==> config.mk <==
export PLATFORM = sky130hd
export DESIGN_NAME = sexpr_tokenizer_unit
export DESIGN_NICKNAME = d
export VERILOG_FILES = /design/src/hw/rtl/sexpr_pkg.sv /design/src/hw/rtl/sexpr_queue.sv /design/src/hw/rtl/sexpr_front.sv /design/src/hw/rtl/sexpr_back.sv /design/src/hw/rtl/sexpr_tokenizer_unit.sv
export SDC_FILE = /design/constraint.sdc
export NUM_CORES = 1
export LEC_CHECK = 0
export BUFFER_PORTS_ARGS = -buffer_cell sky130_fd_sc_hd__buf_2
export CORE_MARGIN = 2
export CORE_UTILIZATION = 56
export DETAILED_ROUTE_END_ITERATION = 8
export PLACE_DENSITY = 0.7
export SLEW_MARGIN = 20
export SYNTH_ARGS = -nofsm -noshare
export SYNTH_HDL_FRONTEND = slang
export SYNTH_SLANG_ARGS = --single-unit
==> constraint.sdc <==
create_clock -name clk -period 17.3 [get_ports clk]
set_input_delay 0 -clock clk [delete_from_list [all_inputs] [get_ports clk]]
set_output_delay 0 -clock clk [all_outputs]
set_load 0.03 [all_outputs]
==> src/hw/rtl/sexpr_pkg.sv <==
// Shared types, character codes and helper functions for the S-expression tokenizer.
package sexpr_pkg;

    localparam int FIELD_W     = 16;
    localparam int QUEUE_DEPTH = 2;

    localparam logic [7:0] CHAR_DASH       = 8'h2D;
    localparam logic [7:0] CHAR_UNDERSCORE = 8'h5F;
    localparam logic [7:0] CHAR_CR         = 8'h0D;
    localparam logic [7:0] CHAR_LF         = 8'h0A;
    localparam logic [7:0] CHAR_LPAREN     = 8'h28;
    localparam logic [7:0] CHAR_RPAREN     = 8'h29;
    localparam logic [7:0] CHAR_QUOTE      = 8'h27;
    localparam logic [7:0] CHAR_DQUOTE     = 8'h22;
    localparam logic [7:0] CHAR_SPACE      = 8'h20;
    localparam logic [7:0] CHAR_TAB        = 8'h09;

    typedef enum logic [2:0] {
        KIND_LPAREN = 3'd0,
        KIND_RPAREN = 3'd1,
        KIND_QUOTE  = 3'd2,
        KIND_SYMBOL = 3'd3,
        KIND_STRING = 3'd4,
        KIND_ERROR  = 3'd5,
        KIND_EOT    = 3'd6
    } kind_t;

    typedef enum logic [2:0] {
        ERR_NONE              = 3'd0,
        ERR_UNKNOWN_CHAR      = 3'd1,
        ERR_UNCLOSED_STRING   = 3'd2,
        ERR_NEWLINE_IN_STRING = 3'd3,
        ERR_BAD_SYMBOL_CHAR   = 3'd4
    } err_t;

    typedef enum logic [1:0] {
        MODE_IDLE   = 2'd0,
        MODE_SYMBOL = 2'd1,
        MODE_STRING = 2'd2,
        MODE_HALT   = 2'd3
    } mode_t;

    typedef struct packed {
        kind_t                kind;
        err_t                 err;
        logic [FIELD_W-1:0]   line;
        logic [FIELD_W-1:0]   column;
        logic [FIELD_W-1:0]   offset;
        logic [FIELD_W-1:0]   length;
    } token_t;

    // One record holds every token that a single item produces.
    typedef struct packed {
        logic   two;
        token_t first;
        token_t second;
    } record_t;

    function automatic logic is_alpha(input logic [7:0] c);
        return ((c >= 8'h41) && (c <= 8'h5A)) || ((c >= 8'h61) && (c <= 8'h7A));
    endfunction

    function automatic logic is_space(input logic [7:0] c);
        return (c == CHAR_SPACE) || ((c >= CHAR_TAB) && (c <= CHAR_CR));
    endfunction

endpackage

==> src/hw/rtl/sexpr_queue.sv <==
// Small record queue that decouples the lexer front end from the output stage.
module sexpr_queue
(
    input  logic                clk,
    input  logic                rst_n,
    input  logic                push,
    input  sexpr_pkg::record_t  push_data,
    output logic                full,
    input  logic                pop,
    output sexpr_pkg::record_t  pop_data,
    output logic                empty
);

    localparam int DEPTH = sexpr_pkg::QUEUE_DEPTH;
    localparam int PTR_W = (DEPTH > 1) ? $clog2(DEPTH) : 1;
    localparam int CNT_W = $clog2(DEPTH + 1);

    sexpr_pkg::record_t store_reg [DEPTH];
    logic [PTR_W-1:0]   wr_ptr_reg, wr_ptr_next;
    logic [PTR_W-1:0]   rd_ptr_reg, rd_ptr_next;
    logic [CNT_W-1:0]   count_reg, count_next;

    function automatic logic [PTR_W-1:0] ptr_inc(input logic [PTR_W-1:0] p);
        return (p == PTR_W'(DEPTH - 1)) ? '0 : p + PTR_W'(1);
    endfunction

    assign full     = (count_reg == CNT_W'(DEPTH));
    assign empty    = (count_reg == '0);
    assign pop_data = store_reg[rd_ptr_reg];

    always_comb
    begin
        wr_ptr_next = push ? ptr_inc(wr_ptr_reg) : wr_ptr_reg;
        rd_ptr_next = pop ? ptr_inc(rd_ptr_reg) : rd_ptr_reg;
        count_next  = count_reg + CNT_W'(push) - CNT_W'(pop);
    end

    always_ff @(posedge clk or negedge rst_n)
    begin
        if (!rst_n)
        begin
            wr_ptr_reg <= '0;
            rd_ptr_reg <= '0;
            count_reg  <= '0;
        end
        else
        begin
            wr_ptr_reg <= wr_ptr_next;
            rd_ptr_reg <= rd_ptr_next;
            count_reg  <= count_next;
        end
    end

    always_ff @(posedge clk)
    begin
        if (push)
        begin
            store_reg[wr_ptr_reg] <= push_data;
        end
    end

endmodule

==> src/hw/rtl/sexpr_front.sv <==
// Lexer front end: tracks mode and position and turns each item into a token record.
module sexpr_front
#(
    parameter int POSITION_BITS = 16
)
(
    input  logic                clk,
    input  logic                rst_n,
    input  logic                accept,
    input  logic [7:0]          character,
    input  logic                start_of_text,
    input  logic                end_of_text,
    output logic                push,
    output sexpr_pkg::record_t  rec
);

    localparam int P  = POSITION_BITS;
    localparam int FW = sexpr_pkg::FIELD_W;
    localparam logic [P-1:0] POS_ONE = P'(1);

    sexpr_pkg::mode_t mode_reg, mode_next, mode_e;
    logic [P-1:0] off_reg, off_next, off_e;
    logic [P-1:0] line_reg, line_next, line_e;
    logic [P-1:0] col_reg, col_next, col_e;
    logic [P-1:0] toff_reg, toff_next, toff_e;
    logic [P-1:0] tline_reg, tline_next, tline_e;
    logic [P-1:0] tcol_reg, tcol_next, tcol_e;

    logic               has_first;
    logic               do_idle;
    logic               sym_end;
    logic               idle_emit;
    sexpr_pkg::token_t  idle_tok;

    function automatic logic [P-1:0] sat_inc(input logic [P-1:0] v);
        return (&v) ? v : v + POS_ONE;
    endfunction

    function automatic sexpr_pkg::token_t make_tok(
        input sexpr_pkg::kind_t k,
        input sexpr_pkg::err_t  e,
        input logic [P-1:0]     ln,
        input logic [P-1:0]     cl,
        input logic [P-1:0]     of,
        input logic [P-1:0]     len
    );
        sexpr_pkg::token_t t;
        t.kind   = k;
        t.err    = e;
        t.line   = FW'(ln);
        t.column = FW'(cl);
        t.offset = FW'(of);
        t.length = FW'(len);
        return t;
    endfunction

    always_comb
    begin
        mode_e  = start_of_text ? sexpr_pkg::MODE_IDLE : mode_reg;
        off_e   = start_of_text ? '0 : off_reg;
        line_e  = start_of_text ? POS_ONE : line_reg;
        col_e   = start_of_text ? POS_ONE : col_reg;
        toff_e  = start_of_text ? '0 : toff_reg;
        tline_e = start_of_text ? POS_ONE : tline_reg;
        tcol_e  = start_of_text ? POS_ONE : tcol_reg;

        mode_next  = mode_e;
        off_next   = off_e;
        line_next  = line_e;
        col_next   = col_e;
        toff_next  = toff_e;
        tline_next = tline_e;
        tcol_next  = tcol_e;

        rec       = '0;
        has_first = 1'b0;
        do_idle   = 1'b0;
        sym_end   = 1'b0;
        idle_emit = 1'b0;
        idle_tok  = '0;

        priority if (mode_e == sexpr_pkg::MODE_HALT)
        begin
            has_first = 1'b0;
        end
        else if (end_of_text)
        begin
            has_first = 1'b1;
            unique case (mode_e)
                sexpr_pkg::MODE_STRING:
                begin
                    rec.first = make_tok(sexpr_pkg::KIND_ERROR,
                        sexpr_pkg::ERR_UNCLOSED_STRING, tline_e, tcol_e, toff_e,
                        off_e - toff_e);
                    mode_next = sexpr_pkg::MODE_HALT;
                end
                sexpr_pkg::MODE_SYMBOL:
                begin
                    rec.first = make_tok(sexpr_pkg::KIND_SYMBOL, sexpr_pkg::ERR_NONE,
                        tline_e, tcol_e, toff_e, off_e - toff_e);
                    rec.second = make_tok(sexpr_pkg::KIND_EOT, sexpr_pkg::ERR_NONE,
                        line_e, col_e, off_e, '0);
                    rec.two   = 1'b1;
                    mode_next = sexpr_pkg::MODE_IDLE;
                end
                default:
                begin
                    rec.first = make_tok(sexpr_pkg::KIND_EOT, sexpr_pkg::ERR_NONE,
                        line_e, col_e, off_e, '0);
                end
            endcase
        end
        else
        begin
            unique case (mode_e)
                sexpr_pkg::MODE_SYMBOL:
                begin
                    priority if (sexpr_pkg::is_alpha(character)
                        || (character == sexpr_pkg::CHAR_DASH)
                        || (character == sexpr_pkg::CHAR_UNDERSCORE))
                    begin
                        off_next = sat_inc(off_e);
                        col_next = sat_inc(col_e);
                    end
                    else if (sexpr_pkg::is_space(character)
                        || (character == sexpr_pkg::CHAR_RPAREN))
                    begin
                        rec.first = make_tok(sexpr_pkg::KIND_SYMBOL,
                            sexpr_pkg::ERR_NONE, tline_e, tcol_e, toff_e,
                            off_e - toff_e);
                        has_first = 1'b1;
                        mode_next = sexpr_pkg::MODE_IDLE;
                        do_idle   = 1'b1;
                        sym_end   = 1'b1;
                    end
                    else
                    begin
                        rec.first = make_tok(sexpr_pkg::KIND_ERROR,
                            sexpr_pkg::ERR_BAD_SYMBOL_CHAR, tline_e, tcol_e, toff_e,
                            sat_inc(off_e - toff_e));
                        has_first = 1'b1;
                        mode_next = sexpr_pkg::MODE_HALT;
                    end
                end
                sexpr_pkg::MODE_STRING:
                begin
                    if (character == sexpr_pkg::CHAR_LF)
                    begin
                        rec.first = make_tok(sexpr_pkg::KIND_ERROR,
                            sexpr_pkg::ERR_NEWLINE_IN_STRING, tline_e, tcol_e, toff_e,
                            sat_inc(off_e - toff_e));
                        has_first = 1'b1;
                        mode_next = sexpr_pkg::MODE_HALT;
                    end
                    else
                    begin
                        off_next = sat_inc(off_e);
                        col_next = sat_inc(col_e);
                        if ((character == sexpr_pkg::CHAR_DQUOTE)
                            || (character == sexpr_pkg::CHAR_QUOTE))
                        begin
                            rec.first = make_tok(sexpr_pkg::KIND_STRING,
                                sexpr_pkg::ERR_NONE, tline_e, tcol_e, toff_e,
                                sat_inc(off_e) - toff_e);
                            has_first = 1'b1;
                            mode_next = sexpr_pkg::MODE_IDLE;
                        end
                    end
                end
                default:
                begin
                    do_idle = 1'b1;
                end
            endcase
        end

        // A character that ends a symbol is then handled as it would be between tokens.
        if (do_idle)
        begin
            priority if (character == sexpr_pkg::CHAR_CR)
            begin
                off_next = sat_inc(off_e);
            end
            else if (character == sexpr_pkg::CHAR_LF)
            begin
                off_next  = sat_inc(off_e);
                line_next = sat_inc(line_e);
                col_next  = POS_ONE;
            end
            else if (sexpr_pkg::is_space(character))
            begin
                off_next = sat_inc(off_e);
                col_next = sat_inc(col_e);
            end
            else if ((character == sexpr_pkg::CHAR_LPAREN)
                || (character == sexpr_pkg::CHAR_RPAREN)
                || (character == sexpr_pkg::CHAR_QUOTE))
            begin
                idle_emit = 1'b1;
                idle_tok  = make_tok(
                    (character == sexpr_pkg::CHAR_LPAREN) ? sexpr_pkg::KIND_LPAREN :
                    (character == sexpr_pkg::CHAR_RPAREN) ? sexpr_pkg::KIND_RPAREN :
                                                            sexpr_pkg::KIND_QUOTE,
                    sexpr_pkg::ERR_NONE, line_e, col_e, off_e, POS_ONE);
                off_next = sat_inc(off_e);
                col_next = sat_inc(col_e);
            end
            else if (sexpr_pkg::is_alpha(character)
                || (character == sexpr_pkg::CHAR_DQUOTE))
            begin
                toff_next  = off_e;
                tline_next = line_e;
                tcol_next  = col_e;
                off_next   = sat_inc(off_e);
                col_next   = sat_inc(col_e);
                mode_next  = sexpr_pkg::is_alpha(character) ? sexpr_pkg::MODE_SYMBOL
                                                            : sexpr_pkg::MODE_STRING;
            end
            else
            begin
                toff_next  = off_e;
                tline_next = line_e;
                tcol_next  = col_e;
                idle_emit  = 1'b1;
                idle_tok   = make_tok(sexpr_pkg::KIND_ERROR, sexpr_pkg::ERR_UNKNOWN_CHAR,
                    line_e, col_e, off_e, POS_ONE);
                mode_next  = sexpr_pkg::MODE_HALT;
            end

            if (idle_emit)
            begin
                if (sym_end)
                begin
                    rec.second = idle_tok;
                    rec.two    = 1'b1;
                end
                else
                begin
                    rec.first = idle_tok;
                    has_first = 1'b1;
                end
            end
        end

        push = accept && has_first;
    end

    always_ff @(posedge clk or negedge rst_n)
    begin
        if (!rst_n)
        begin
            mode_reg  <= sexpr_pkg::MODE_IDLE;
            off_reg   <= '0;
            line_reg  <= POS_ONE;
            col_reg   <= POS_ONE;
            toff_reg  <= '0;
            tline_reg <= POS_ONE;
            tcol_reg  <= POS_ONE;
        end
        else if (accept)
        begin
            mode_reg  <= mode_next;
            off_reg   <= off_next;
            line_reg  <= line_next;
            col_reg   <= col_next;
            toff_reg  <= toff_next;
            tline_reg <= tline_next;
            tcol_reg  <= tcol_next;
        end
    end

endmodule

==> src/hw/rtl/sexpr_back.sv <==
// Output stage: takes queued records and hands out one token per cycle unless stalled.
module sexpr_back
(
    input  logic                clk,
    input  logic                rst_n,
    input  sexpr_pkg::record_t  rec,
    input  logic                empty,
    output logic                pop,
    output logic                token_valid,
    input  logic                token_stall,
    output logic [2:0]          token_kind,
    output logic [2:0]          error_kind,
    output logic [15:0]         start_line,
    output logic [15:0]         start_column,
    output logic [15:0]         start_offset,
    output logic [15:0]         token_length,
    output logic                last
);

    sexpr_pkg::record_t cur_reg, cur_next;
    logic               valid_reg, valid_next;
    logic               sel_reg, sel_next;
    logic               take;
    logic               to_second;
    logic               need_load;
    sexpr_pkg::token_t  tok;

    always_comb
    begin
        take       = valid_reg && !token_stall;
        to_second  = take && !sel_reg && cur_reg.two;
        need_load  = !valid_reg || (take && !to_second);
        pop        = need_load && !empty;
        cur_next   = cur_reg;
        valid_next = valid_reg;
        sel_next   = sel_reg;
        if (to_second)
        begin
            sel_next = 1'b1;
        end
        else if (need_load)
        begin
            valid_next = !empty;
            sel_next   = 1'b0;
            if (!empty)
            begin
                cur_next = rec;
            end
        end
    end

    always_ff @(posedge clk or negedge rst_n)
    begin
        if (!rst_n)
        begin
            valid_reg <= 1'b0;
            sel_reg   <= 1'b0;
        end
        else
        begin
            valid_reg <= valid_next;
            sel_reg   <= sel_next;
        end
    end

    always_ff @(posedge clk)
    begin
        cur_reg <= cur_next;
    end

    assign tok          = sel_reg ? cur_reg.second : cur_reg.first;
    assign token_valid  = valid_reg;
    assign token_kind   = tok.kind;
    assign error_kind   = tok.err;
    assign start_line   = tok.line;
    assign start_column = tok.column;
    assign start_offset = tok.offset;
    assign token_length = tok.length;
    assign last         = sel_reg || !cur_reg.two;

endmodule

==> src/hw/rtl/sexpr_tokenizer_unit.sv <==
// Top level of the S-expression tokenizer: lexer front end, record queue and output stage.
//
// The block accepts one character item per clock cycle. Each item is classified and
// its tokens are built in the same cycle it is accepted, then placed as one record in
// a two-entry queue; the output stage delivers one token per cycle from that queue,
// so an item that yields two tokens (a symbol closed by a right parenthesis or by end
// of text) hands them out in turn. The first token of an item is written into the
// queue and then registered in the output stage before it appears. Character input
// stalls only while the queue is full, which happens only when the output side stalls
// or drains two-token items. Positions are tracked with POSITION_BITS-bit saturating
// counters and reported in 16-bit fields.
module sexpr_tokenizer_unit
#(
    parameter int POSITION_BITS = 16
)
(
    input  logic        clk,
    input  logic        rst_n,
    input  logic        char_valid,
    output logic        char_stall,
    input  logic [7:0]  character,
    input  logic        start_of_text,
    input  logic        end_of_text,
    output logic        token_valid,
    input  logic        token_stall,
    output logic [2:0]  token_kind,
    output logic [2:0]  error_kind,
    output logic [15:0] start_line,
    output logic [15:0] start_column,
    output logic [15:0] start_offset,
    output logic [15:0] token_length,
    output logic        last
);

    logic               accept;
    logic               push;
    logic               pop;
    logic               full;
    logic               empty;
    sexpr_pkg::record_t push_rec;
    sexpr_pkg::record_t pop_rec;

    assign char_stall = full;
    assign accept     = char_valid && !full;

    sexpr_front #(
        .POSITION_BITS (POSITION_BITS)
    ) u_front (
        .clk           (clk),
        .rst_n         (rst_n),
        .accept        (accept),
        .character     (character),
        .start_of_text (start_of_text),
        .end_of_text   (end_of_text),
        .push          (push),
        .rec           (push_rec)
    );

    sexpr_queue u_queue (
        .clk       (clk),
        .rst_n     (rst_n),
        .push      (push),
        .push_data (push_rec),
        .full      (full),
        .pop       (pop),
        .pop_data  (pop_rec),
        .empty     (empty)
    );

    sexpr_back u_back (
        .clk          (clk),
        .rst_n        (rst_n),
        .rec          (pop_rec),
        .empty        (empty),
        .pop          (pop),
        .token_valid  (token_valid),
        .token_stall  (token_stall),
        .token_kind   (token_kind),
        .error_kind   (error_kind),
        .start_line   (start_line),
        .start_column (start_column),
        .start_offset (start_offset),
        .token_length (token_length),
        .last         (last)
    );

endmodule

* Word-level counts from Yosys, hierarchy flattened
Memory sizes are Yosys's and may differ from the RTL's. A register that Yosys moved wholly into a read port is not among the register bits. Index checks and enable logic that the tools add are counted.
Word-level totals: bits in latches 0, input bits 14, logic and storage cells 200, output and inout bits 73, flip-flop bits (word level) 104, memory bits (read-only) 0, RAM bits 282, memories kept 1
Operators by class: bitwise operators 2, reduce and logical (&&, ||, !) cells 36, multiply operators 0, divide/modulo/power cells 0, add/subtract/negate cells 10, multiplexer cells 120, shifts and indexed selects 0, equal/unequal tests 13, magnitude comparators 6
Memory list:
- u_queue.store_reg | depth 2, width 141, rd ports 1, clocked after memory_dff 1, write ports 1, RTL line sexpr_queue.sv:18 | sexpr_pkg::record_t store_reg [DEPTH];
Operators with widths (count):
- 70-bit 2-to-1 mux | 15
- 16-bit 2-to-1 mux | 48
- 141-bit 2-to-1 mux | 3
- 70-bit one-hot mux with 2 select lines | 2
- 16-bit by 1-bit adder with 16-bit output, second input constant | 4
- 16-bit one-hot mux with 2 select lines | 2
- 16-bit AND reduction | 4
- 8-bit by 6-bit equality test with 1-bit output, second input constant | 6
- 16-bit subtractor | 2
- 1-bit 2-to-1 mux | 30
- 2-bit 2-to-1 mux | 15
- 8-bit by 4-bit equality test with 1-bit output, second input constant | 2
- 8-bit by 7-bit greater-or-equal comparator with 1-bit output, second input constant | 2
- 8-bit by 7-bit <= comparator with 1-bit output, second input constant | 2
- 1-bit logical OR | 11
- 1-bit logical AND | 10
- 8-bit by 7-bit equality test with 1-bit output, second input constant | 1
- 8-bit by 4-bit greater-or-equal comparator with 1-bit output, second input constant | 1
- 8-bit by 4-bit <= comparator with 1-bit output, second input constant | 1
- 2-bit one-hot mux with 2 select lines | 2
- 1-bit logical NOT | 7
- 2-bit equality test, second input constant | 3
- 1-bit one-hot mux with 2 select lines | 2
- 3-bit 2-to-1 mux | 1
- 9 further kinds | 11

* Logic depth before layout (Yosys ltp)
Gate-level depths: netlist of run 1.
depth after elaboration 15, mapped depth 21

* Modules after synthesis
Synthesis of run 1 repeated with hierarchy kept, for this count alone.
Unflattened totals: cell total of the unflattened synthesis 2101, area, all modules 26635.5 µm²
By module, submodules not included:
- sexpr_queue | area an instance 10695.3 µm², cells each 454, times used 1
- sexpr_front | area an instance 10383.7 µm², cells each 1415, times used 1
- sexpr_back | area an instance 5542.8 µm², cells each 231, times used 1
- sexpr_tokenizer_unit | area an instance 13.8 µm², cells each 1, times used 1

* Least setup slack after synthesis of run 1
No wires, ideal clock.
path kind in2reg, from input port start_of_text, to memory u_queue.store_reg[0][0] in the netlist's numbering, enable pin, setup slack 8.430 ns, required time 16.677 ns, stages 14, arrival 8.246 ns, cells stage by stage buf_2 -> inv_2 -> clkbuf_1 -> buf_1 -> clkbuf_1 -> nand2_1 -> inv_1 -> ha_1 -> clkinv_1 -> o21ai_0 -> o21ai_1 -> a21o_1 -> a21oi_1 -> nor2b_1
On the way: longest elaborated chain between the ends 11, elaborated cells between the ends (all ways) 19, those cells by class eq/ne: 3; mux: 15; reduce/logical: 1
RTL lines:
- start: declaration | RTL line sexpr_tokenizer_unit.sv:22 | input logic start_of_text,
- 2-bit 2-to-1 mux (*) | RTL line sexpr_front.sv:59 | mode_e = start_of_text ? sexpr_pkg::MODE_IDLE : mode_reg;
- 2-bit equality test or 2-bit by 1-bit equality test with 1-bit output (tied branches)
- 1-bit one-hot mux with 2 select lines or 1-bit 2-to-1 mux (tied branches) | RTL line sexpr_front.sv:115 | unique case (mode_e)
- 1-bit 2-to-1 mux | RTL line sexpr_front.sv:86 | else if (end_of_text)
- 1-bit 2-to-1 mux | RTL line sexpr_front.sv:82 | priority if (mode_e == sexpr_pkg::MODE_HALT)
- 1-bit 2-to-1 mux | RTL line sexpr_front.sv:232 | if (sym_end)
- 1-bit 2-to-1 mux | RTL line sexpr_front.sv:230 | if (idle_emit)
- 1-bit 2-to-1 mux (*) | RTL line sexpr_front.sv:178 | if (do_idle)
- 1-bit logical AND (*) | RTL line sexpr_front.sv:245 | push = accept && has_first;
- via push | RTL line sexpr_tokenizer_unit.sv:36 | logic push;
- 1-bit 2-to-1 mux (*) | RTL line sexpr_queue.sv:56 | if (push)
- 1-bit 2-to-1 mux (implied by the code) (*) | RTL line sexpr_queue.sv:58 | store_reg[wr_ptr_reg] <= push_data;
- end: declaration | RTL line sexpr_queue.sv:18
Mark *: on every way through the listed nets, which the timed path passes. The rest lies on a longest branch.

* Final worst setup path of run 1
from input port start_of_text, to memory u_queue.store_reg[0][99] in the netlist's numbering, enable pin
The elaborated chain is that of the path after synthesis.

==> results of run 1 <==
[cells in the mapped netlist, types with 21 or more instances]
master    number
nand3_1       40
nor2b_1       48
o22ai_1       41
inv_1         48
nand2_1      225
o21ai_0      144
nand4_1       21
xnor2_1       39
a22oi_1       59
a21oi_1      150
ha_1          29
mux2_2       178
nand2b_1      24
nor3_1        45
nor2_1       160
clkbuf_1     111
edfxtp_1     372
dfrtp_1      100
and2_1        22
[cell families after synthesis]
logic type | count (synthesis)
other | 1
flip-flops | 476
XOR/XNOR | 60
buffers and inverters | 194
multiplexers | 181
AO/OA/AOI/OAI | 582
AND/OR/NAND/NOR | 672
adder cells (fa/ha/maj) | 32
[power by group through the flow]
stage	Clock, mW	Sequential [mW]	Combinational, mW
detailed placement	0	1.76	1.54
floorplan	0	1.72	1.15
CTS	1.05	1.74	1.55
global route	1.10	1.77	1.66
finish	1.04	1.74	1.55
global placement	0	1.74	1.53
[worst max-delay path, delay by kind of cell]
family / cells / cell delay [ns]
fa+ha+maj: 1 / 0.54
buf+inv: 7 / 3.40
simple gates: 2 / 0.43
compound gates: 3 / 0.96
[through the flow]
stage / power [mW] / worst slack [ns] / hold slack (ns)
final: 4.33 / 11.98 / 0.0346
after global routing: 4.53 / 11.65 / 0.0434
after CTS: 4.34 / 12.07 / 0.000979
after detailed placement: 3.29 / 11.99 / 0.00330
after global placement: 3.27 / 12.15 / 0.00154
after floorplan: 2.87 / 8.43 / -0.296
[layout by cell type, fill, tap and decap left out, types with 12 or more instances in the layout]
cell type and instances:
and3_1 15, xnor2_1 39, a31oi_1 20, a21oi_1 148, a22oi_1 59, or2_2 12, nor2b_1 46, nand2b_1 23
o31ai_1 14, o21ai_0 144, edfxtp_1 372, xor2_1 20, inv_1 48, buf_4 27, buf_2 84, mux2_2 178
a21o_1 12, clkbuf_16 47, nand2_1 225, dfrtp_1 98, nand4_1 21, or3_1 14, ha_1 29, a22o_1 20
nor2_1 157, nor3_1 44, a221oi_1 20, nand3_1 40, o22ai_1 41, and2_1 21
[metal layers]
layer  track usage [%]  vias to the layer above  part of all wire, %
li1                  -                     8286                    -
met1              40.7                     9034                   40
met2              50.2                      872                   49
met3              4.65                      165                  7.2
met4              12.6                        0                  4.0
met5                 0                        -                    0
[timing repair]
| action | 4_1_cts | 5_1_grt |
|---|---|---|
| hold buffers | 7 | 0 |
| hold endpoints to repair | 49 | 0 |
| setup buffers | 0 | 0 |
| setup endpoints to repair | 0 | 0 |
[cell type report]
cell class                 instances  area [sq um]  area share (%)
sequential                       476         13800            51.0
antenna                            1          2.50         0.00925
multi-input combinational       1529         10000            37.1
clock buffer                      59          1240            4.59
timing repair buffer             120           742            2.74
inverter                          50           188           0.694
clock inverter                    29           337            1.24
tap                              585           732            2.71
[worst min-delay path by stage]
| stage | slack (ns) | startpoint | end |
|---|---|---|---|
| after floorplan | -0.30 | rst_n | u_back.sel_reg$_DFFE_PN0P_ |
| after global placement | 0.002 | rst_n | u_queue.rd_ptr_reg$_DFFE_PN0P_ |
| after detailed placement | 0.003 | rst_n | u_queue.rd_ptr_reg$_DFFE_PN0P_ |
| after CTS | 0.001 | character[7] | u_front.mode_reg[1]$_DFFE_PN0P_ |
| after global routing | 0.04 | character[5] | u_queue.store_reg[1][138]$_DFFE_PP_ |
| final | 0.03 | character[7] | u_front.mode_reg[1]$_DFFE_PN0P_ |
==> reports/summary.txt, run 1 <==
Outcome: finished, final reports clean
Wire length per cell: 24.1 um
Fin. Hold Viols: 0
Root Buffer Master: clkbuf_16
Final ANT Viol Nets: 0
Crit path from: start_of_text
Post-Synth XOR/XNOR Area: 2.22%
Final Cycle Share: 30.7%
P_sw: 1.61 mW
Highest clock rate: 188 MHz
IO buf count: 86
Final Wtd Congestion: 0.949
Proportion of layout cells with a drive suffix above 1: 18.6%
First-pass GRT wire length: 105 mm
Ys async rst share: 21.8%
Main synth FF type: edfxtp_1
Post-route minimum period: 5.32 ns
Crit path capture type: register
RSZ-0062 raised after global routing: false
Slowest stage delay, CP: 0.80 ns
DP Wirelength: 46.1 mm
Crit Path Class: primary input to register
Die Ht: 213 um
Post-CTS sizing: 0
Area share of and/or/nand/nor cells after synthesis: 13.2%
Crit path capture: u_queue.store_reg[0][99]$_DFFE_PP_
Area Overhead vs Synth: 10.4%
Vias in the first global route: 17600
Sequential share of power: 40.1%
Via density: 6.44
Post-synthesis sequential area ratio: 56.2%
Post-route insts no fill: 2849
Worst Hold Path Cells: 4
Worst path required time: 17.50 ns
Layout fillers: 3442
Final Max Tran Viols: 0
Synth top area cells: edfxtp_1, dfrtp_1, mux2_2, nand2_1, a21oi_1
Synth area leader: edfxtp_1
Worst-Skew Late Latency: 0.60 ns
Final Skew: 0.0223 ns
Relative slew margins: 27.2%
Routed WL: 68.7 mm
Final TNS setup: 0 ns
Max Cap Viol: 0
DP Cell Count: 2752
GRT Total Usage: 30.5%
Leakage: 9.40 nW
Clock sink count: 476
Initial DRT Pass Iterations: 8
Placed cell area: 25300 sq um
Setup violators final: 0
Post-Synth Adder-Cell Area: 1.60%
Post-synthesis mux area share: 8.32%
Post-synth EDFFs: 372
Core area: 43200 sq um
Rows: 76
Worst R2R Path Depth: 15
Post-synth cell types: 91
R2R Path End: u_queue.store_reg[0][83]$_DFFE_PP_
Compound-gate portion of the synthesized area: 15.3%
CTS tree: yes
CP Data Arrival Time: 5.52 ns
CTS buffer count: 47
Design area: 27000 sq um
Starting Density: 56.7%
Max VDD drop: 0.0000947 V
Via count: 18400
Residual DRC: 0
Clock-pin slew on the worst setup and hold paths: 0.07 ns
Mapped Cells: 2198
Iter 0 DRT Violations: 1915
Critical path peak fanout: 66
P_int: 2.71 mW
Max FFs per register: 248
Largest family of logic cells by synthesized area: compound AO/OA/AOI/OAI gates
Initial antenna violation count: 1
RR Startpoint: u_front.off_reg[2]$_DFFE_PN0P_
CP Launch Type: primary input
CP max stage cell: buf_4
Most frequent CP cell: buf_4
Nets: 2267
Net Sw Frac: 37.3%
Overflow after GRT: 0
Gate power share: 35.9%
Htree depth: 2
Pin count of the biggest net entering global routing: 78
DIE AREA: 45400 sq um
Top cell type's share of synthesized area: 45.6%
Yosys Warn Count: 0
Clock Power Share: 24.0%
Die Wd: 213 um
Seq cells post-synth: 476
Synthesized area: 24500 sq um
PD cells: 160 nW/um^2
IO Pins: 87
Worst slew pin tran: 1.09 ns
Worst path cell trace: dlygate4sd3_1 > buf_4 > inv_2 > nand2_1 > inv_1 > ha_1 > inv_1 > o21ai_1 > a21o_1 > a21oi_1 > nor2b_4 > buf_4 > buf_4
Worst reg2reg setup slack: 12.27 ns
Final Util: 62.7%
CTS Buffer Depth: 3
Syn Area/Cell: 11.1 sq um
Hold Path Class: primary input to register
Note: power is estimated with default switching activity, not from simulation.
==> inputs of run 2 (changes only) <==
==> constraint.sdc (replaced) <==
create_clock -name clk -period 5.3 [get_ports clk]
set_input_delay 0 -clock clk [delete_from_list [all_inputs] [get_ports clk]]
set_output_delay 0 -clock clk [all_outputs]
set_load 0.03 [all_outputs]
==> run 2 against run 1 <==
  * Register-to-register slack got worse by 12 ns
  * First-iteration DRC count decreased by 4.1%
  * Worst setup slack got worse by 12 ns
  * Via count increased by 0.47%
  * Clock power increased to 3.5 times the previous value
  * Die area unchanged
  * Sequential share of layout area decreased by 1.0 points
  * Total power increased to 3.4 times the previous value
  * Core utilization increased by 1.3 points
  * Final area increased by 2.0%
  * Sequential power increased to 3.2 times the previous value
  * Clock-buffer cell count decreased by 2
  * Critical path type is now register to register
  * Critical endpoint is now u_queue.store_reg[0][83]$_DFFE_PP_
  * Highest routed layer is now met5
==> reports/summary.txt, run 2 (synthesized netlist as in run 1, its figures left out) <==
Outcome: finished, final reports clean
CTS tree: yes
Final Skew: 0.0150 ns (-0.00739 ns)
CP Data Arrival Time: 5.25 ns (-0.27 ns)
Fin. Hold Viols: 0 (unchanged)
Via count: 18400 (+0.47%)
Setup violators final: 0 (unchanged)
Root Buffer Master: clkbuf_16
Via density: 6.36 (-1.2%)
IO buf count: 86 (unchanged)
Starting Density: 56.7% (unchanged)
P_int: 9.22 mW (+240%)
Core area: 43200 sq um (unchanged)
Overall Power: 14.5 mW (+240%)
Commonest cells after routing, fill and taps aside: edfxtp_1, nand2_1, mux2_2
Residual DRC: 0 (unchanged)
Die Ht: 213 um (unchanged)
Max FFs per register: 248 (unchanged)
Relative slew margins: 24.6% (-2.6 points)
CTS buffer count: 48 (+2.1%)
Leakage: 9.73 nW (+3.5%)
Initial DRT Pass Iterations: 6 (-2)
Wire length per cell: 23.4 um (-2.9%)
P_sw: 5.30 mW (+230%)
Slowest stage delay, CP: 0.70 ns (-0.10 ns)
Gate power share: 36.9% (+1.0 points)
Critical path peak fanout: 10 (-85%)
Design area: 27600 sq um (+2.0%)
Area Overhead vs Synth: 12.6%
Max Cap Viol: 0 (unchanged)
Net Sw Frac: 36.5% (-0.74 points)
Sequential share of power: 38.1% (-2.0 points)
Worst path required time: 5.63 ns (-11.87 ns)
Highest clock rate: 203 MHz
First-pass GRT wire length: 105 mm (-0.23%)
Nets: 2317 (+2.2%)
Initial antenna violation count: 1 (unchanged)
Routed WL: 67.8 mm (-1.2%)
Clock-pin slew on the worst setup and hold paths: 0.06 ns (about the same)
CP max stage cell: or4_1
Iter 0 DRT Violations: 1837 (-4.1%)
Htree depth: 2 (unchanged)
Clock Power Share: 25.0% (+1.0 points)
Worst path cell trace: nand2_1 > or4_1 > o21ai_2 > nor4_1 > buf_4 > xnor2_1 > nor2_1 > ha_1 > and4_1 > o2111ai_1 > a21oi_1 > a31o_2 > a21oi_1 > a311o_1 > a21oi_1 > a311oi_1
Max VDD drop: 0.000387 V (+310%)
Hold Path Class: primary input to register
GRT Total Usage: 30.2% (-0.29 points)
Diodes inserted: 0 (-1)
Post-route minimum period: 4.92 ns
Crit Path Class: register to register
Final ANT Viol Nets: 0 (unchanged)
DIE AREA: 45400 sq um (unchanged)
DP Wirelength: 46.1 mm (about the same)
Pin count of the biggest net entering global routing: 92 (+18%)
Worst-Skew Late Latency: 0.61 ns (about the same)
RSZ-0062 raised after global routing: false
Vias in the first global route: 18200 (+3.6%)
Placed cell area: 25800 sq um (+1.9%)
PD cells: 526 nW/um^2 (+230%)
Crit path capture type: register
IO Pins: 87 (unchanged)
Worst slew pin tran: 1.12 ns (+0.0292 ns)
Clock sink count: 476 (unchanged)
Setup repair bufs after CTS: 0 (unchanged)
Final Wtd Congestion: 0.962 (+1.3%)
Die Wd: 213 um (unchanged)
Final TNS setup: 0 ns (unchanged)
Proportion of layout cells with a drive suffix above 1: 20.1% (+1.5 points)
Overflow after GRT: 0 (unchanged)
Worst Path Buf+Inv: 1 (-6)
Most common cell after layout, fill and taps aside: edfxtp_1
Final Max Tran Viols: 0 (unchanged)
Top Family by Delay on Critical Path: compound AO/OA/AOI/OAI gates
CTS Buffer Depth: 3 (unchanged)
CP Launch Type: register
Rows: 76 (unchanged)
Final Cycle Share: 92.8%
Most frequent CP cell: a21oi_1
run 2: cell types whose count changed in the layout (fill, tap and decap cells not counted), sizes merged:
cell / before / now
clkinvlp: 5 / 1
clkinv: 17 / 21
diode: 1 / 0
dlygate4sd3: 6 / 8
buf: 114 / 161
bufinv: 5 / 9
inv: 52 / 51
clkbuf: 59 / 57
run 2: worst min-delay path: stages:
cell     delay (ns)
buf_2          0.21
or2_2          0.16
o31ai_1        0.07
o21ai_0        0.15
run 2: layout make-up:
type / instances / area, sq um
clock inverters: 32 / 433
repair buffers: 169 / 1190
fillers: 3493 / 15600
flip-flops and latches: 476 / 13800
clock buffers: 57 / 1260
well taps: 585 / 732
multi-input cells: 1529 / 10000
inverters: 50 / 188
run 2: worst paths after layout:
path / start / slack, ns / end / cells after the start
max reg2reg: u_front.off_reg[3]$_DFFE_PN0P_ / 0.38 / u_queue.store_reg[0][83]$_DFFE_PP_ / 16
min reg2reg: u_front.mode_reg[1]$_DFFE_PN0P_ / 0.50 / u_front.mode_reg[1]$_DFFE_PN0P_ / 2
max: u_front.off_reg[3]$_DFFE_PN0P_ / 0.38 / u_queue.store_reg[0][83]$_DFFE_PP_ / 16
max in group asynchronous: rst_n / 4.03 / u_front.toff_reg[12]$_DFFE_PN0P_ / 3
min: character[2] / 0.03 / u_front.mode_reg[0]$_DFFE_PN0P_ / 4
min in group asynchronous: rst_n / 0.12 / u_queue.count_reg[0]$_DFF_PN0_ / 2
run 2: repair_timing:
| action | CTS | global route |
|---|---|---|
| setup endpoints to repair | 0 | 0 |
| hold buffers | 8 | 0 |
| gates resized for setup | 0 | 0 |
| hold endpoints to repair | 91 | 0 |
run 2: per-stage QoR:
step,setup slack [ns],std cells,hold WS (ns),utilization [%]
after floorplan,0.179,2199,-0.296,-
after global placement,0.595,2801,0.206,59.8
after detailed placement,0.510,2801,0.204,59.8
after CTS,0.511,2898,0.0144,63.9
after global routing,0.125,2898,0.0566,63.9
final,0.379,2898,0.0294,63.9
run 2: power groups by stage:
stage,combinational [mW],sequential (mW),clock (mW)
after global routing,5.75,5.63,3.83
after detailed placement,5.32,5.61,0
final,5.35,5.54,3.63
after CTS,5.35,5.54,3.68
after global placement,5.28,5.56,0
after floorplan,3.75,5.52,0
run 2: metal layers:
layer / GRT usage [%] / wire (um) / up-vias
met1: 39.3 / 27400 / 9074
met2: 50.6 / 32800 / 783
li1: - / - / 8410
met3: 5.21 / 4930 / 174
met4: 12.2 / 2680 / 2
met5: 0 / 11 / -
==> inputs of run 3 (changes only) <==
--- a/config.mk
+++ b/config.mk
@@ -9,6 +9,7 @@
 export CORE_MARGIN = 2
 export CORE_UTILIZATION = 56
 export DETAILED_ROUTE_END_ITERATION = 8
+export HOLD_SLACK_MARGIN = 0.12
 export PLACE_DENSITY = 0.7
 export SLEW_MARGIN = 20
 export SYNTH_ARGS = -nofsm -noshare
==> run 3 against run 2 <==
  * Sequential power about the same
  * Largest power group unchanged
  * Clock skew up 0.0025 ns
  * Sequential share of layout area down 0.11 points
  * Worst setup slack better by 0.038 ns
  * Via count up 0.59%
  * Register-to-register slack better by 0.04 ns
  * Global-route usage about the same
  * Final area up 0.22%
  * Maximum frequency up 0.79%
  * Combinational power about the same
  * First-iteration DRC count down 2.1%
==> reports/summary.txt, run 3 (synthesized netlist as in run 1, its figures left out) <==
Overflow after GRT: 0 (unchanged)
Final Wtd Congestion: 0.962 (unchanged)
Sequential share of power: 38.1% (about the same)
Worst-Skew Late Latency: 0.61 ns (about the same)
CTS tree: yes
Worst path cell trace: nand2_1 > or4_1 > o21ai_2 > nor4_1 > buf_4 > xnor2_1 > nor2_1 > ha_1 > and4_1 > o2111ai_1 > a21oi_1 > a31o_2 > a21oi_1 > a311o_1 > a21oi_1 > a311oi_1
Final TNS setup: 0 ns (unchanged)
PD cells: 526 nW/um^2 (about the same)
Post-CTS Hold Fix Bufs: 14 (+6)
Final Cycle Share: 92.1% (-0.72 points)
Post-CTS sizing: 0 (unchanged)
Outcome: finished, final reports clean
IO buf count: 86 (unchanged)
Diodes inserted: 0 (unchanged)
Crit path capture type: register
CP Launch Type: register
Layout fillers: 3488 (-0.14%)
CP max stage cell: or4_1
Relative slew margins: 26.3% (+1.7 points)
Critical path peak fanout: 10 (unchanged)
Fin. Hold Viols: 0 (unchanged)
Leakage: 9.75 nW (+0.28%)
Area Overhead vs Synth: 12.9%
Most frequent CP cell: a21oi_1
Iter 0 DRT Violations: 1798 (-2.1%)
CTS Buffer Depth: 3 (unchanged)
Highest clock rate: 205 MHz (+0.79%)
Core area: 43200 sq um (unchanged)
Residual DRC: 0 (unchanged)
Nets: 2323 (+0.26%)
GRT Total Usage: 30.3% (about the same)
Setup violators final: 0 (unchanged)
Max FFs per register: 248 (unchanged)
Via density: 6.39 (+0.38%)
Final Skew: 0.0175 ns (+0.00252 ns)
CP Data Arrival Time: 5.21 ns (-0.04 ns)
Starting Density: 56.7% (unchanged)
Die Ht: 213 um (unchanged)
Max Cap Viol: 0 (unchanged)
Initial DRT Pass Iterations: 5 (-1)
Via count: 18600 (+0.59%)
Worst slack, placed: 0.510 ns (unchanged)
Pin count of the biggest net entering global routing: 92 (unchanged)
Final ANT Viol Nets: 0 (unchanged)
DIE AREA: 45400 sq um (unchanged)
Die Wd: 213 um (unchanged)
Setup repair bufs after CTS: 0 (unchanged)
Initial antenna violation count: 1 (unchanged)
Hold Path Class: primary input to asynchronous set/reset pin
Most common cell after layout, fill and taps aside: edfxtp_1
Post-route minimum period: 4.88 ns (-0.0384 ns)
RSZ-0062 raised after global routing: false
Wire length per cell: 23.4 um (about the same)
Htree depth: 2 (unchanged)
Routed WL: 68.0 mm (+0.26%)
IO Pins: 87 (unchanged)
Final Max Tran Viols: 0 (unchanged)
Vias in the first global route: 18300 (+0.30%)
Commonest cells after routing, fill and taps aside: edfxtp_1, nand2_1, mux2_2
Worst reg2reg setup slack: 0.42 ns (+0.04 ns)
Proportion of layout cells with a drive suffix above 1: 20.1% (-0.052 points)
Slowest stage delay, CP: 0.70 ns (about the same)
Rows: 76 (unchanged)
Net Sw Frac: 36.5% (about the same)
Clock Power Share: 25.0% (about the same)
Final Util: 64.0% (+0.14 points)
Worst path required time: 5.63 ns (about the same)
First-pass GRT wire length: 105 mm (about the same)
DP Wirelength: 46.1 mm (unchanged)
Top Family by Delay on Critical Path: compound AO/OA/AOI/OAI gates
Clock sink count: 476 (unchanged)
Crit Path Class: register to register
Final WS setup: 0.418 ns (+0.0384 ns)
Worst slew pin tran: 1.10 ns (-0.0255 ns)
P_int: 9.23 mW (+0.11%)
Max VDD drop: 0.000387 V (about the same)
Worst Path Buf+Inv: 1 (unchanged)
Gate power share: 36.9% (about the same)
CTS buffer count: 48 (unchanged)
Clock-pin slew on the worst setup and hold paths: 0.07 ns (about the same)
P_sw: 5.31 mW (+0.17%)
Root Buffer Master: clkbuf_16
run 3: changes by cell type in the layout (fill, tap and decap cells not counted):
cell | before | now
dlygate4sd3_1 | 8 | 14
run 3: area by class of cell:
type                       instances  area (sq um)  area share [%]
clock inverter                    32           433            1.57
sequential                       476         13800            49.9
tap                              585           732            2.65
timing repair buffer             175          1250            4.53
inverter                          50           188           0.679
multi-input combinational       1529         10000            36.2
clock buffer                      57          1260            4.54
run 3: worst paths after layout:
| path | from | end | cells after the start |
|---|---|---|---|
| max in group asynchronous | rst_n | u_front.toff_reg[12]$_DFFE_PN0P_ | 3 |
| worst min-delay path | rst_n | u_front.mode_reg[1]$_DFFE_PN0P_ | 2 |
| worst min register to register | u_queue.count_reg[1]$_DFF_PN0_ | u_queue.count_reg[1]$_DFF_PN0_ | 1 |
| worst max register to register | u_front.off_reg[3]$_DFFE_PN0P_ | u_queue.store_reg[0][83]$_DFFE_PP_ | 16 |
| worst max-delay path | u_front.off_reg[3]$_DFFE_PN0P_ | u_queue.store_reg[0][83]$_DFFE_PP_ | 16 |
| min in group clk | token_stall | u_back.sel_reg$_DFFE_PN0P_ | 4 |
run 3: metrics by stage:
step / hold slack [ns] / instances / power (mW) / cell area, sq um
after CTS: 0.176 / 2904 / 14.6 / 27600
after detailed placement: 0.204 / 2801 / 10.9 / 25800
after global routing: 0.219 / 2904 / 15.2 / 27600
after global placement: 0.206 / 2801 / 10.8 / 25800
after floorplan: -0.296 / 2199 / 9.27 / 24500
final: 0.137 / 2904 / 14.5 / 27600
run 3: power by group through the flow:
stage          Clock (mW)  Combinational (mW)  Sequential, mW
2_1_floorplan           0                3.75            5.52
3_3_place_gp            0                5.28            5.56
3_5_place_dp            0                5.32            5.61
4_1_cts              3.68                5.36            5.54
5_1_grt              3.83                5.77            5.63
6_report             3.63                5.37            5.54
run 3: metal layers:
| layer | GRT usage, % | routed length (um) |
|---|---|---|
| met1 | 39.2 | 27300 |
| met2 | 50.6 | 32900 |
| met3 | 5.34 | 5030 |
| met4 | 12.3 | 2690 |
| met5 | 0 | 11 |
